<file path="src/rtl/tfc_pkg.sv">
`default_nettype none

package tfc_pkg;

  localparam int unsigned FRACTION_BITS_DEF = 16;
  localparam int unsigned TIME_BITS_DEF     = 32;
  localparam int unsigned SPAN_BITS         = 15;
  localparam int unsigned NOW_BITS          = 32;

  localparam logic [2:0] VIEW_EMPTY = 3'd0;
  localparam logic [2:0] VIEW_SOLID = 3'd1;
  localparam logic [2:0] VIEW_WATER = 3'd2;
  localparam logic [2:0] VIEW_SLIME = 3'd3;
  localparam logic [2:0] VIEW_LAVA  = 3'd4;

  localparam logic [1:0] FOG_MODE_GLOBAL    = 2'd0;
  localparam logic [1:0] FOG_MODE_WATER_LIN = 2'd1;
  localparam logic [1:0] FOG_MODE_WATER_EXP = 2'd2;

  localparam logic KIND_FRAME   = 1'b0;
  localparam logic KIND_SETTING = 1'b1;

  typedef struct packed {
    logic                 kind;
    logic [NOW_BITS-1:0]  now;
    logic [2:0]           view_contents;
    logic [7:0]           new_density;
    logic [7:0]           new_red;
    logic [7:0]           new_green;
    logic [7:0]           new_blue;
    logic [SPAN_BITS-1:0] fade_length;
  } tfc_in_t;

  typedef struct packed {
    logic [7:0] out_density;
    logic [7:0] out_red;
    logic [7:0] out_green;
    logic [7:0] out_blue;
    logic       water_active;
    logic [1:0] fog_mode;
  } tfc_out_t;

  typedef struct packed {
    logic [7:0] red;
    logic [7:0] green;
    logic [7:0] blue;
  } rgb_t;

  // unknown liquids fall back to water
  function automatic rgb_t liquid_colour(input logic [2:0] contents);
    rgb_t c;
    case (contents)
      VIEW_LAVA:  c = '{red: 8'd255, green: 8'd80,  blue: 8'd0};
      VIEW_SLIME: c = '{red: 8'd10,  green: 8'd188, blue: 8'd85};
      default:    c = '{red: 8'd10,  green: 8'd149, blue: 8'd226};
    endcase
    return c;
  endfunction

endpackage

`default_nettype wire

</file>
<file path="src/rtl/tfc_div.sv">
`default_nettype none

module tfc_div #(
  parameter int unsigned FRACTION_BITS = tfc_pkg::FRACTION_BITS_DEF
) (
  input  wire logic                                         clk_i,
  input  wire logic                                         rst_ni,
  input  wire logic                                         start_i,
  input  wire logic [FRACTION_BITS+tfc_pkg::SPAN_BITS-1:0]  numer_i,
  input  wire logic [tfc_pkg::SPAN_BITS-1:0]                divisor_i,
  output logic                                              done_o,
  output logic [FRACTION_BITS-1:0]                          quot_o
);

  localparam int unsigned FB = FRACTION_BITS;
  localparam int unsigned SB = tfc_pkg::SPAN_BITS;
  localparam int unsigned NW = FB + SB;
  localparam int unsigned CW = $clog2(FB + 1);

  logic          busy_q, busy_d;
  logic          done_q, done_d;
  logic [CW-1:0] cnt_q, cnt_d;
  logic [SB-1:0] rem_q, rem_d;
  logic [FB-1:0] low_q, low_d;
  logic [SB-1:0] dvs_q, dvs_d;

  logic [SB:0]   trial;
  logic [SB:0]   trial_sub;
  logic          ge;

  assign trial     = {rem_q, low_q[FB-1]};
  assign ge        = trial >= {1'b0, dvs_q};
  assign trial_sub = trial - {1'b0, dvs_q};

  always_comb begin
    busy_d = busy_q;
    done_d = 1'b0;
    cnt_d  = cnt_q;
    rem_d  = rem_q;
    low_d  = low_q;
    dvs_d  = dvs_q;
    if (start_i) begin
      busy_d = 1'b1;
      cnt_d  = CW'(FB);
      rem_d  = numer_i[NW-1:FB];
      low_d  = numer_i[FB-1:0];
      dvs_d  = divisor_i;
    end else if (busy_q) begin
      rem_d = ge ? trial_sub[SB-1:0] : trial[SB-1:0];
      low_d = {low_q[FB-2:0], ge};
      cnt_d = cnt_q - CW'(1);
      if (cnt_q == CW'(1)) begin
        busy_d = 1'b0;
        done_d = 1'b1;
      end
    end
  end

  always_ff @(posedge clk_i or negedge rst_ni) begin
    if (!rst_ni) begin
      busy_q <= 1'b0;
      done_q <= 1'b0;
      cnt_q  <= '0;
    end else begin
      busy_q <= busy_d;
      done_q <= done_d;
      cnt_q  <= cnt_d;
    end
  end

  always_ff @(posedge clk_i) begin
    rem_q <= rem_d;
    low_q <= low_d;
    dvs_q <= dvs_d;
  end

  assign done_o = done_q;
  assign quot_o = low_q;

endmodule

`default_nettype wire

</file>
<file path="config.mk">
export PLATFORM = sky130hd
export DESIGN_NAME = tfc_div
export DESIGN_NICKNAME = d
export VERILOG_FILES = /design/src/rtl/tfc_pkg.sv /design/src/rtl/tfc_div.sv
export SDC_FILE = /design/constraint.sdc
export NUM_CORES = 1
export LEC_CHECK = 0
export ABC_AREA = 1
export BUFFER_PORTS_ARGS = -buffer_cell sky130_fd_sc_hd__buf_2
export CAP_MARGIN = 20
export CORE_AREA = 2 2 91 93
export DETAILED_ROUTE_END_ITERATION = 8
export DIE_AREA = 0 0 93 95
export REMOVE_ABC_BUFFERS = 1
export SYNTH_ARGS = -nofsm -noshare
export SYNTH_HDL_FRONTEND = slang
export SYNTH_SLANG_ARGS = --single-unit
</file>
<file path="constraint.sdc">
create_clock -name clk_i -period 2.25 [get_ports clk_i]
set_input_delay 0.225 -clock clk_i [delete_from_list [all_inputs] [get_ports clk_i]]
set_output_delay 0.225 -clock clk_i [all_outputs]
set_load 0.05 [all_outputs]
</file>
==> results of run 1 <==
==> cells in the mapped netlist (all sizes together) <==
cell / count / area share [%]
edfxtp: 46 / 42
inv: 61 / 7.0
ha: 17 / 6.5
nand3: 36 / 5.8
o21ai: 6 / 0.92
dfrtp: 7 / 5.4
a21oi: 10 / 1.8
and2: 1 / 0.19
clkbuf: 6 / 0.69
xnor2: 3 / 0.80
nor4: 2 / 0.38
nor2: 16 / 2.1
nand4: 3 / 0.57
nor3: 2 / 0.31
fa: 1 / 0.61
o22ai: 1 / 0.19
nand2: 181 / 21
buf: 4 / 0.80
nand3b: 8 / 1.8
xor2: 3 / 0.80
==> power by group through the flow <==
stage          Clock, mW  Sequential [mW]  Combinational [mW]
2_1_floorplan          0             1.60                1.54
3_3_place_gp           0             1.48                2.16
3_5_place_dp           0             1.48                2.17
4_1_cts            0.692             1.46                2.18
5_1_grt            0.728             1.50                2.55
6_report           0.676             1.47                2.22
==> metrics by stage <==
step	hold slack [ns]	instance area (µm²)
CTS	0.0699	3860
global route	0.0632	3900
finish	0.0771	3900
global placement	0.0667	3740
detailed placement	0.0722	3740
floorplan	-0.0706	3220
==> what timing repair did <==
action                     4_1_cts  5_1_grt
setup endpoints to repair        0       15
gates resized for setup          0        7
hold buffers                     1        0
hold endpoints to repair         7        0
==> sequential cells by signal, indices dropped and copies added (netlist names) <==
name / count
done_o: 1
dvs_q: 15
cnt_q: 5
rem_q: 15
busy_q: 1
quot_o: 16
==> worst max-delay path by stage <==
stage	end	slack, ns	cells after the start
floorplan	rem_q[12]	-0.18	13
global placement	rem_q[10]	0.13	9
detailed placement	rem_q[12]	0.08	14
CTS	rem_q[12]	0.06	14
global route	rem_q[13]	0.008	15
finish	rem_q[13]	0.15	10
==> area by class of cell <==
type                       instances  area, µm²
multi-input combinational        290       1470
sequential                        53       1560
tap                              105        131
clock inverter                     2       38.8
fill                             831       4030
clock buffer                       6       72.6
timing repair buffer              74        403
inverter                          61        229
==> routing by layer <==
| layer | vias to the layer above | global-route usage (%) | wire (µm) |
|---|---|---|---|
| met5 | - | 0 | 0 |
| met4 | 0 | 3.80 | 65 |
| met3 | 7 | 3.67 | 402 |
| met2 | 66 | 28.7 | 3290 |
| met1 | 1227 | 22.9 | 3300 |
| li1 | 1455 | - | - |
==> cell families (layout without fill, tap and decap cells) <==
kind of cell | after synthesis | in the layout | share of synthesized area (%)
xor+xnor | 6 | 6 | 1.61
buf+inv | 71 | 143 | 8.49
fa+ha+maj | 18 | 18 | 7.11
compound gates | 17 | 17 | 2.87
flops | 53 | 53 | 47.6
simple gates | 249 | 249 | 32.4
==> metrics.yaml, run 1 <==
global_route:
  overflow: 0
  antenna_found_initial: 0
  grt_pass1_wl_mm: 12.0
  grt_max_degree: 49
  grt_pass1_vias: 2631
  grtUsageTotal_pct: 17.1
pwr:
  ir_worst_vdd_v: 0.000362
  p_sw_mw: 1.86
  finalPower_mw: 4.36
  combPwrFrac_pct: 50.9
  seqPwrFrac_pct: 33.6
  p_leak_nw: 2.08
  p_sw_share_pct: 42.5
  cellInternalPower_mw: 2.51
  clockPowerShare_pct: 15.5
  power_density_nw_per_um2: 1120
clock_tree:
  root_buffer: "clkbuf_8"
  cts_sinks: 53
  cts_setup_buffers: 0
  numCtsBuffers: 5
  cts_buffer_depth: 2
  clkSlewWorstSetupHoldPaths_ns: 0.10
  clk_latency_ns: 0.31
  htree_levels: 2
  cts_tree: "yes"
place:
  hpwl_mm: 5.22
  place_ws_ns: 0.0824
  dp.cells: 582
  numPortBuffers: 65
  gp_congestion: 0.898
worst_setup_path:
  worst_r2r_endpoint: "rem_q[13]"
  cpMostUsedCell: "nand2_1"
  worstPathRequired_ns: 2.33
  cp_cell_sequence: "ha_1 -> a21oi_1 -> o21ai_0 -> nor2_4 -> buf_4 -> nand3_1 -> nand2_1 -> inv_1 -> nand2_1 -> nand2_1"
  reg2reg_setup_slack_ns: 0.15
  cp_num_buf_inv: 2
  reg2reg_depth: 10
  reg2reg_from: "rem_q[12]"
  cp-startpoint: "rem_q[12]"
  critPathMaxStageDelay_ns: 0.40
  worstSetupEndpointType: "flop"
  path_delay_family: "simple AND/OR/NAND/NOR gates"
  worstPathArrival_ns: 2.18
  cp-start-kind: "flop"
  crit_path_top_delay_cell: "edfxtp_1"
  crit_fanout: 4
  worstSetupPathType: "reg -> reg"
route:
  first_pass_iters: 7
  drc: 0
  routedWlPerCell_um: 11.9
  routed_wl_mm: 7.06
  drt_iter0_drc: 120
  ant_nets: 0
  vias: 2755
  vias_per_cell: 4.66
cells_and_area:
  drive_gt1_share_pct: 19.3
  synthToLayoutAreaGrowth_pct: 19.2
  nets: 552
  final_cells: 591
  final_cell_mix: "177 x nand2_1, 65 x buf_2, 59 x inv_1"
  antennaDiodeCount: 0
  finish.utilization_pct: 49.2
  layout_commonest_cell: "nand2_1"
timing:
  fmax_ghz: 0.475
  period_minus_slack_ns: 2.10
  finalCritPeriodShare_pct: 93.5
  skew_ns: 0.0102
  worst_slew_pin_slew_ns: 0.504
  setup_tns_ns: 0
  drv_slew: 0
  fin_ws_ns: 0.145
  setup_viol: 0
  finalHoldViolations: 0
  grt_setup_unrepaired: "no"
  relSlewSlack_pct: 66.4
die:
  dieArea_um2: 8840
  die_w_um: 93
  die_h_um: 95
  start_util_pct: 41.3
  coreArea_um2: 7930
  ioPinCount: 66
  core.rowCount: 33
synth:
  synth-seq-cells: 53
  synth_warnings: 0
  syn_area_per_cell_um2: 7.91
  synth_area_um2: 3270
  yosysSeqAreaShare_pct: 47.6
  yosysUniqueCellTypes: 28
  syn_inst: 414
worst_hold_path:
  hold_path.startpoint: "divisor_i[10]"
  min_to: "dvs_q[10]"
  holdPathStages: 1
  hold_class: "in -> reg"
job:
  drv_cap: 0
status:
  outcome: "finished clean"
Power figures use the tool's default switching activity.
==> inputs of run 2 (changes only) <==
--- a/config.mk
+++ b/config.mk
@@ -9,8 +9,10 @@
 export BUFFER_PORTS_ARGS = -buffer_cell sky130_fd_sc_hd__buf_2
 export CAP_MARGIN = 20
 export CORE_AREA = 2 2 91 93
+export CTS_BUF_LIST = sky130_fd_sc_hd__clkbuf_4 sky130_fd_sc_hd__clkbuf_8
 export DETAILED_ROUTE_END_ITERATION = 8
 export DIE_AREA = 0 0 93 95
+export HOLD_SLACK_MARGIN = 0.05
 export REMOVE_ABC_BUFFERS = 1
 export SYNTH_ARGS = -nofsm -noshare
 export SYNTH_HDL_FRONTEND = slang
==> run 2 against run 1 <==
Sequential power about the same. Clock power rose by 2%. Total power fell by 0.15%. Sequential share of layout area increased by 0.090 points. Fmax rose by 0.51%. Critical endpoint unchanged. Largest power group unchanged.
==> metrics.yaml, run 2 (synthesis results as in run 1) <==
timing:
  fin_hold_ws_ns: 0.0748  # was 0.0771 ns
  finalCritPeriodShare_pct: 93.1  # was 93.5%
  fmax_ghz: 0.478  # was 0.475 GHz
  setup_viol: 0  # unchanged
  grt_setup_unrepaired: "no"  # unchanged
  relSlewSlack_pct: 66.0  # was 66.4%
  period_minus_slack_ns: 2.09  # was 2.10 ns
  drv_slew: 0  # unchanged
  skew_ns: 0.00957  # was 0.0102 ns
  finalHoldViolations: 0  # unchanged
  setup_tns_ns: 0  # unchanged
  worst_slew_pin_slew_ns: 0.510  # was 0.504 ns
clock_tree:
  cts_setup_buffers: 0  # unchanged
  numCtsBuffers: 5  # unchanged
  htree_levels: 2  # unchanged
  cts_buffer_depth: 2  # unchanged
  cts_sinks: 53  # unchanged
  root_buffer: "clkbuf_8"  # unchanged
  cts_tree: "yes"  # unchanged
  clkSlewWorstSetupHoldPaths_ns: 0.11  # was 0.10 ns
  clk_latency_ns: 0.32  # was 0.31 ns
cells_and_area:
  final_cells: 591  # unchanged
  drive_gt1_share_pct: 19.3  # unchanged
  synthToLayoutAreaGrowth_pct: 18.9  # was 19.2%
  final_cell_mix: "177 x nand2_1, 65 x buf_2, 59 x inv_1"  # unchanged
  nets: 552  # unchanged
  layout_commonest_cell: "nand2_1"  # unchanged
  largest_register_ffs: 16  # unchanged
  antennaDiodeCount: 0  # unchanged
worst_setup_path:
  reg2reg_from: "rem_q[12]"  # unchanged
  worstSetupEndpointType: "flop"  # unchanged
  worstSetupPathType: "reg -> reg"  # unchanged
  reg2reg_depth: 10  # unchanged
  reg2reg_setup_slack_ns: 0.16  # was 0.15 ns
  cp-start-kind: "flop"  # unchanged
  worstPathRequired_ns: 2.33  # about the same
  worstPathArrival_ns: 2.17  # was 2.18 ns
  worst_r2r_endpoint: "rem_q[13]"  # unchanged
  crit_fanout: 4  # unchanged
place:
  gp_congestion: 0.898  # unchanged
  hpwl_mm: 5.22  # unchanged
  numPortBuffers: 65  # unchanged
  dp.cells: 582  # unchanged
route:
  drc: 0  # unchanged
  routedWlPerCell_um: 11.9  # about the same
  drt_iter0_drc: 96  # was 120
  first_pass_iters: 4  # was 7
  vias: 2779  # was 2,755
  ant_nets: 0  # unchanged
  routed_wl_mm: 7.01  # was 7.06 mm
  vias_per_cell: 4.70  # was 4.66
die:
  core.rowCount: 33  # unchanged
  start_util_pct: 41.3  # unchanged
  coreArea_um2: 7930  # unchanged
  ioPinCount: 66  # unchanged
  dieArea_um2: 8840  # unchanged
  die_h_um: 95  # unchanged
  die_w_um: 93  # unchanged
status:
  outcome: "finished clean"  # unchanged
global_route:
  grt_pass1_vias: 2630  # was 2,631
  grt_max_degree: 49  # unchanged
  overflow: 0  # unchanged
  grtUsageTotal_pct: 17.1  # about the same
  grt_pass1_wl_mm: 12.0  # about the same
  antenna_found_initial: 0  # unchanged
pwr:
  ir_worst_vdd_v: 0.000348  # was 0.000362 V
  power_density_nw_per_um2: 1120  # about the same
  p_leak_nw: 2.08  # about the same
worst_hold_path:
  min_to: "dvs_q[10]"  # unchanged
  hold_class: "in -> reg"  # unchanged
  hold_path.startpoint: "divisor_i[10]"  # unchanged
  holdPathStages: 1  # unchanged
job:
  drv_cap: 0  # unchanged
-- run 2: cell counts in the layout (fill, tap and decap cells not counted) --
Identical to the previous run, type by type.
-- run 2: worst max-delay path, cell delays in order, from the launching register on --
cell	delay [ns]
edfxtp_1	0.40
ha_1	0.37
a21oi_1	0.23
o21ai_0	0.17
nor2_4	0.22
buf_4	0.17
nand3_1	0.10
nand2_1	0.07
inv_1	0.04
nand2_1	0.05
nand2_1	0.04
-- run 2: per-layer routing --
layer	vias to the layer above	share of wire [%]	GRT usage, %
li1	1454	-	-
met5	-	0	0
met4	0	0.88	3.80
met1	1258	47	22.8
met2	61	47	28.8
met3	6	5.6	3.67
-- run 2: power breakdown --
group	internal (mW)	leakage (nW)	switching, mW
Sequential	1.34	0.567	0.117
Clock	0.349	0.0592	0.342
Combinational	0.811	1.46	1.39
-- run 2: final cells by class --
cell class | instances | area (µm²)
fillers | 833 | 4040
flip-flops and latches | 53 | 1560
multi-input cells | 290 | 1460
repair buffers | 74 | 403
inverters | 61 | 229
well taps | 105 | 131
clock buffers | 6 | 76.3
clock inverters | 2 | 38.8
-- run 2: what timing repair did --
item,4_1_cts,5_1_grt
hold buffers,1,0
endpoints found under the hold margin,7,0
gates resized for setup,0,6
endpoints found under the setup margin,0,15
-- run 2: metrics by stage --
step | cell area [µm²] | setup slack [ns] | util (%) | total power, mW
5_1_grt | 3890 | 0.00784 | 49.1 | 4.77
4_1_cts | 3870 | 0.0593 | 48.8 | 4.35
3_5_place_dp | 3740 | 0.0824 | 47.2 | 3.65
6_report | 3890 | 0.156 | 49.1 | 4.36
3_3_place_gp | 3740 | 0.130 | 47.2 | 3.64
2_1_floorplan | 3220 | -0.177 | - | 3.14
-- run 2: how the worst max path moves through the flow --
stage | startpoint | to | slack (ns)
2_1_floorplan | quot_o[15] | rem_q[12] | -0.18
3_3_place_gp | rem_q[12] | rem_q[10] | 0.13
3_5_place_dp | quot_o[15] | rem_q[12] | 0.08
4_1_cts | quot_o[15] | rem_q[12] | 0.06
5_1_grt | quot_o[15] | rem_q[13] | 0.008
6_report | rem_q[12] | rem_q[13] | 0.16
==> inputs of run 3 (changes only) <==
==> constraint.sdc (replaced) <==
create_clock -name clk_i -period 2.2 [get_ports clk_i]
set_input_delay 0.22 -clock clk_i [delete_from_list [all_inputs] [get_ports clk_i]]
set_output_delay 0.22 -clock clk_i [all_outputs]
set_load 0.05 [all_outputs]
==> run 3 against run 2 <==
Via count increased by 1.9%. Hold slack about the same. Global-route usage hardly changed. Combinational power increased by 9%. Flip-flop and latch count did not move. Sequential share of layout area is 1.1 points lower. Critical path type unchanged. Sequential power rose by 5%. Clock skew up 0.00066 ns.
==> metrics.yaml, run 3 (synthesis results as in run 1) <==
status:
  outcome: "finished clean"  # unchanged
pwr:
  power_density_nw_per_um2: 1130  # was 1120 nW/µm²
  p_leak_nw: 2.09  # was 2.08 nW
  ir_worst_vdd_v: 0.000396  # was 0.000348 V
  finalPower_mw: 4.52  # was 4.36 mW
place:
  gp_congestion: 0.891  # was 0.898
  place_ws_ns: 0.00469  # was 0.0824 ns
  hpwl_mm: 5.25  # was 5.22 mm
  numPortBuffers: 65  # unchanged
  post_dp_cell_area_um2: 3730  # was 3740 µm²
route:
  drt_iter0_drc: 129  # was 96
  wl_met3_um: 437  # was 391 µm
  routed-wl-met2_mm: 3.48  # was 3.26 mm
  routed_wl_mm: 7.33  # was 7.01 mm
  first_pass_iters: 4  # unchanged
  ant_nets: 0  # unchanged
  vias_per_cell: 4.77  # was 4.70
  drc: 0  # unchanged
  vias: 2831  # was 2,779
  routedWlPerCell_um: 12.4  # was 11.9 µm
  drt-met1-wl_mm: 3.34  # was 3.29 mm
  highest_layer: "met4"  # unchanged
timing:
  relSlewSlack_pct: 64.9  # was 66.0%
  worst_slew_pin_slew_ns: 0.526  # was 0.510 ns
  setup_tns_ns: 0  # unchanged
  drv_slew: 0  # unchanged
  fmax_ghz: 0.487  # was 0.478 GHz
  fin_ws_ns: 0.146  # was 0.156 ns
  period_minus_slack_ns: 2.05  # was 2.09 ns
  setup_viol: 0  # unchanged
  skew_ns: 0.0102  # was 0.00957 ns
  finalHoldViolations: 0  # unchanged
  finalCritPeriodShare_pct: 93.4  # was 93.1%
clock_tree:
  clk_latency_ns: 0.31  # was 0.32 ns
  root_buffer: "clkbuf_8"  # unchanged
  clkSlewWorstSetupHoldPaths_ns: 0.10  # was 0.11 ns
  cts_buffer_depth: 2  # unchanged
  htree_levels: 2  # unchanged
  numCtsBuffers: 5  # unchanged
  cts_sinks: 53  # unchanged
  cts_tree: "yes"  # unchanged
die:
  start_util_pct: 41.3  # unchanged
  dieArea_um2: 8840  # unchanged
  coreArea_um2: 7930  # unchanged
  die_w_um: 93  # unchanged
  ioPinCount: 66  # unchanged
  die_h_um: 95  # unchanged
  core.rowCount: 33  # unchanged
global_route:
  overflow: 0  # unchanged
  grtUsageTotal_pct: 17.1  # about the same
  grt_pass1_vias: 2637  # was 2,630
  grt_max_degree: 49  # unchanged
  antenna_found_initial: 0  # unchanged
  grt_pass1_wl_mm: 12.0  # about the same
cells_and_area:
  layout_commonest_cell: "nand2_1"  # unchanged
  nets: 554  # was 552
  drive_gt1_share_pct: 21.7  # was 19.3%
  final_cell_mix: "174 x nand2_1, 65 x buf_2, 59 x inv_1"  # was 177 x nand2_1, 65 x buf_2, 59 x inv_1
  antennaDiodeCount: 0  # unchanged
  fin_area_um2: 4000  # was 3890 µm²
  largest_register_ffs: 16  # unchanged
  synthToLayoutAreaGrowth_pct: 22.1  # was 18.9%
worst_setup_path:
  worstSetupPathType: "reg -> reg"  # unchanged
  crit_fanout: 8  # was 4
  worstPathRequired_ns: 2.27  # was 2.33 ns
  worstSetupEndpointType: "flop"  # unchanged
  worstPathArrival_ns: 2.12  # was 2.17 ns
  cp-start-kind: "flop"  # unchanged
  reg2reg_depth: 12  # was 10
worst_hold_path:
  holdPathStages: 1  # unchanged
  hold_class: "in -> reg"  # unchanged
job:
  drv_cap: 0  # unchanged
## run 3: cell count changes in the layout (fill, tap and decap cells not counted), sizes merged
cell	previous run	this run
bufinv	1	0
nand2	181	182
clkinvlp	0	1
inv	62	61
clkbuf	6	8
## run 3: final cells by class
type | instances | area (µm²)
Clock inverter | 1 | 7.51
Tap cell | 105 | 131
Clock buffer | 7 | 90.1
Timing Repair Buffer | 75 | 428
Sequential cell | 53 | 1560
Inverter | 61 | 229
Fill cell | 801 | 3930
Multi-Input combinational cell | 291 | 1560
## run 3: layer usage
metal  vias to the layer above  GRT usage, %
met2                        73          28.7
met5                         -             0
met3                         7          3.43
met4                         0          5.27
met1                      1285          22.3
li1                       1466             -
## run 3: worst paths after layout
| check | start | to | slack, ns |
|---|---|---|---|
| worst max-delay path | dvs_q[0] | rem_q[13] | 0.15 |
| min in group asynchronous | rst_ni | cnt_q[2] | 0.25 |
| worst min-delay path | divisor_i[10] | dvs_q[10] | 0.08 |
| worst min register to register | cnt_q[3] | cnt_q[3] | 0.48 |
| worst max register to register | dvs_q[0] | rem_q[13] | 0.15 |
| max in group asynchronous | rst_ni | cnt_q[1] | 1.80 |
## run 3: worst max-delay path, stage by stage (launching register included)
cell and delay, ns:
edfxtp_1 0.43, ha_4 0.19, fa_2 0.34, inv_1 0.06, nand2_1 0.05, nand2_2 0.09
nand3_2 0.09, nand3_2 0.10, nand2_4 0.10, nand2_4 0.15, nand3_1 0.09, nand2_1 0.07
nand2_1 0.04
## run 3: report_power, final
group	switching, mW	leakage (nW)	internal [mW]	total (mW)
Combinational	1.47	1.48	0.922	2.39
Clock	0.332	0.0479	0.269	0.601
Sequential	0.148	0.567	1.38	1.53
## run 3: what timing repair did
action,4_1_cts,5_1_grt
pin swaps,0,4
gates resized for setup,1,16
hold buffers,1,0
cloned,0,2
endpoints found under the hold margin,7,0
endpoints found under the setup margin,3,15
setup buffers,0,1
## run 3: stage by stage
| stage | utilization (%) | hold WS [ns] | cells |
|---|---|---|---|
| 6_report | 50.4 | 0.0751 | 593 |
| 5_1_grt | 50.4 | 0.0547 | 593 |
| 4_1_cts | 48.5 | 0.0633 | 590 |
| 3_5_place_dp | 47.1 | 0.0637 | 581 |
| 3_3_place_gp | 47.1 | 0.0639 | 581 |
| 2_1_floorplan | - | -0.0756 | 404 |
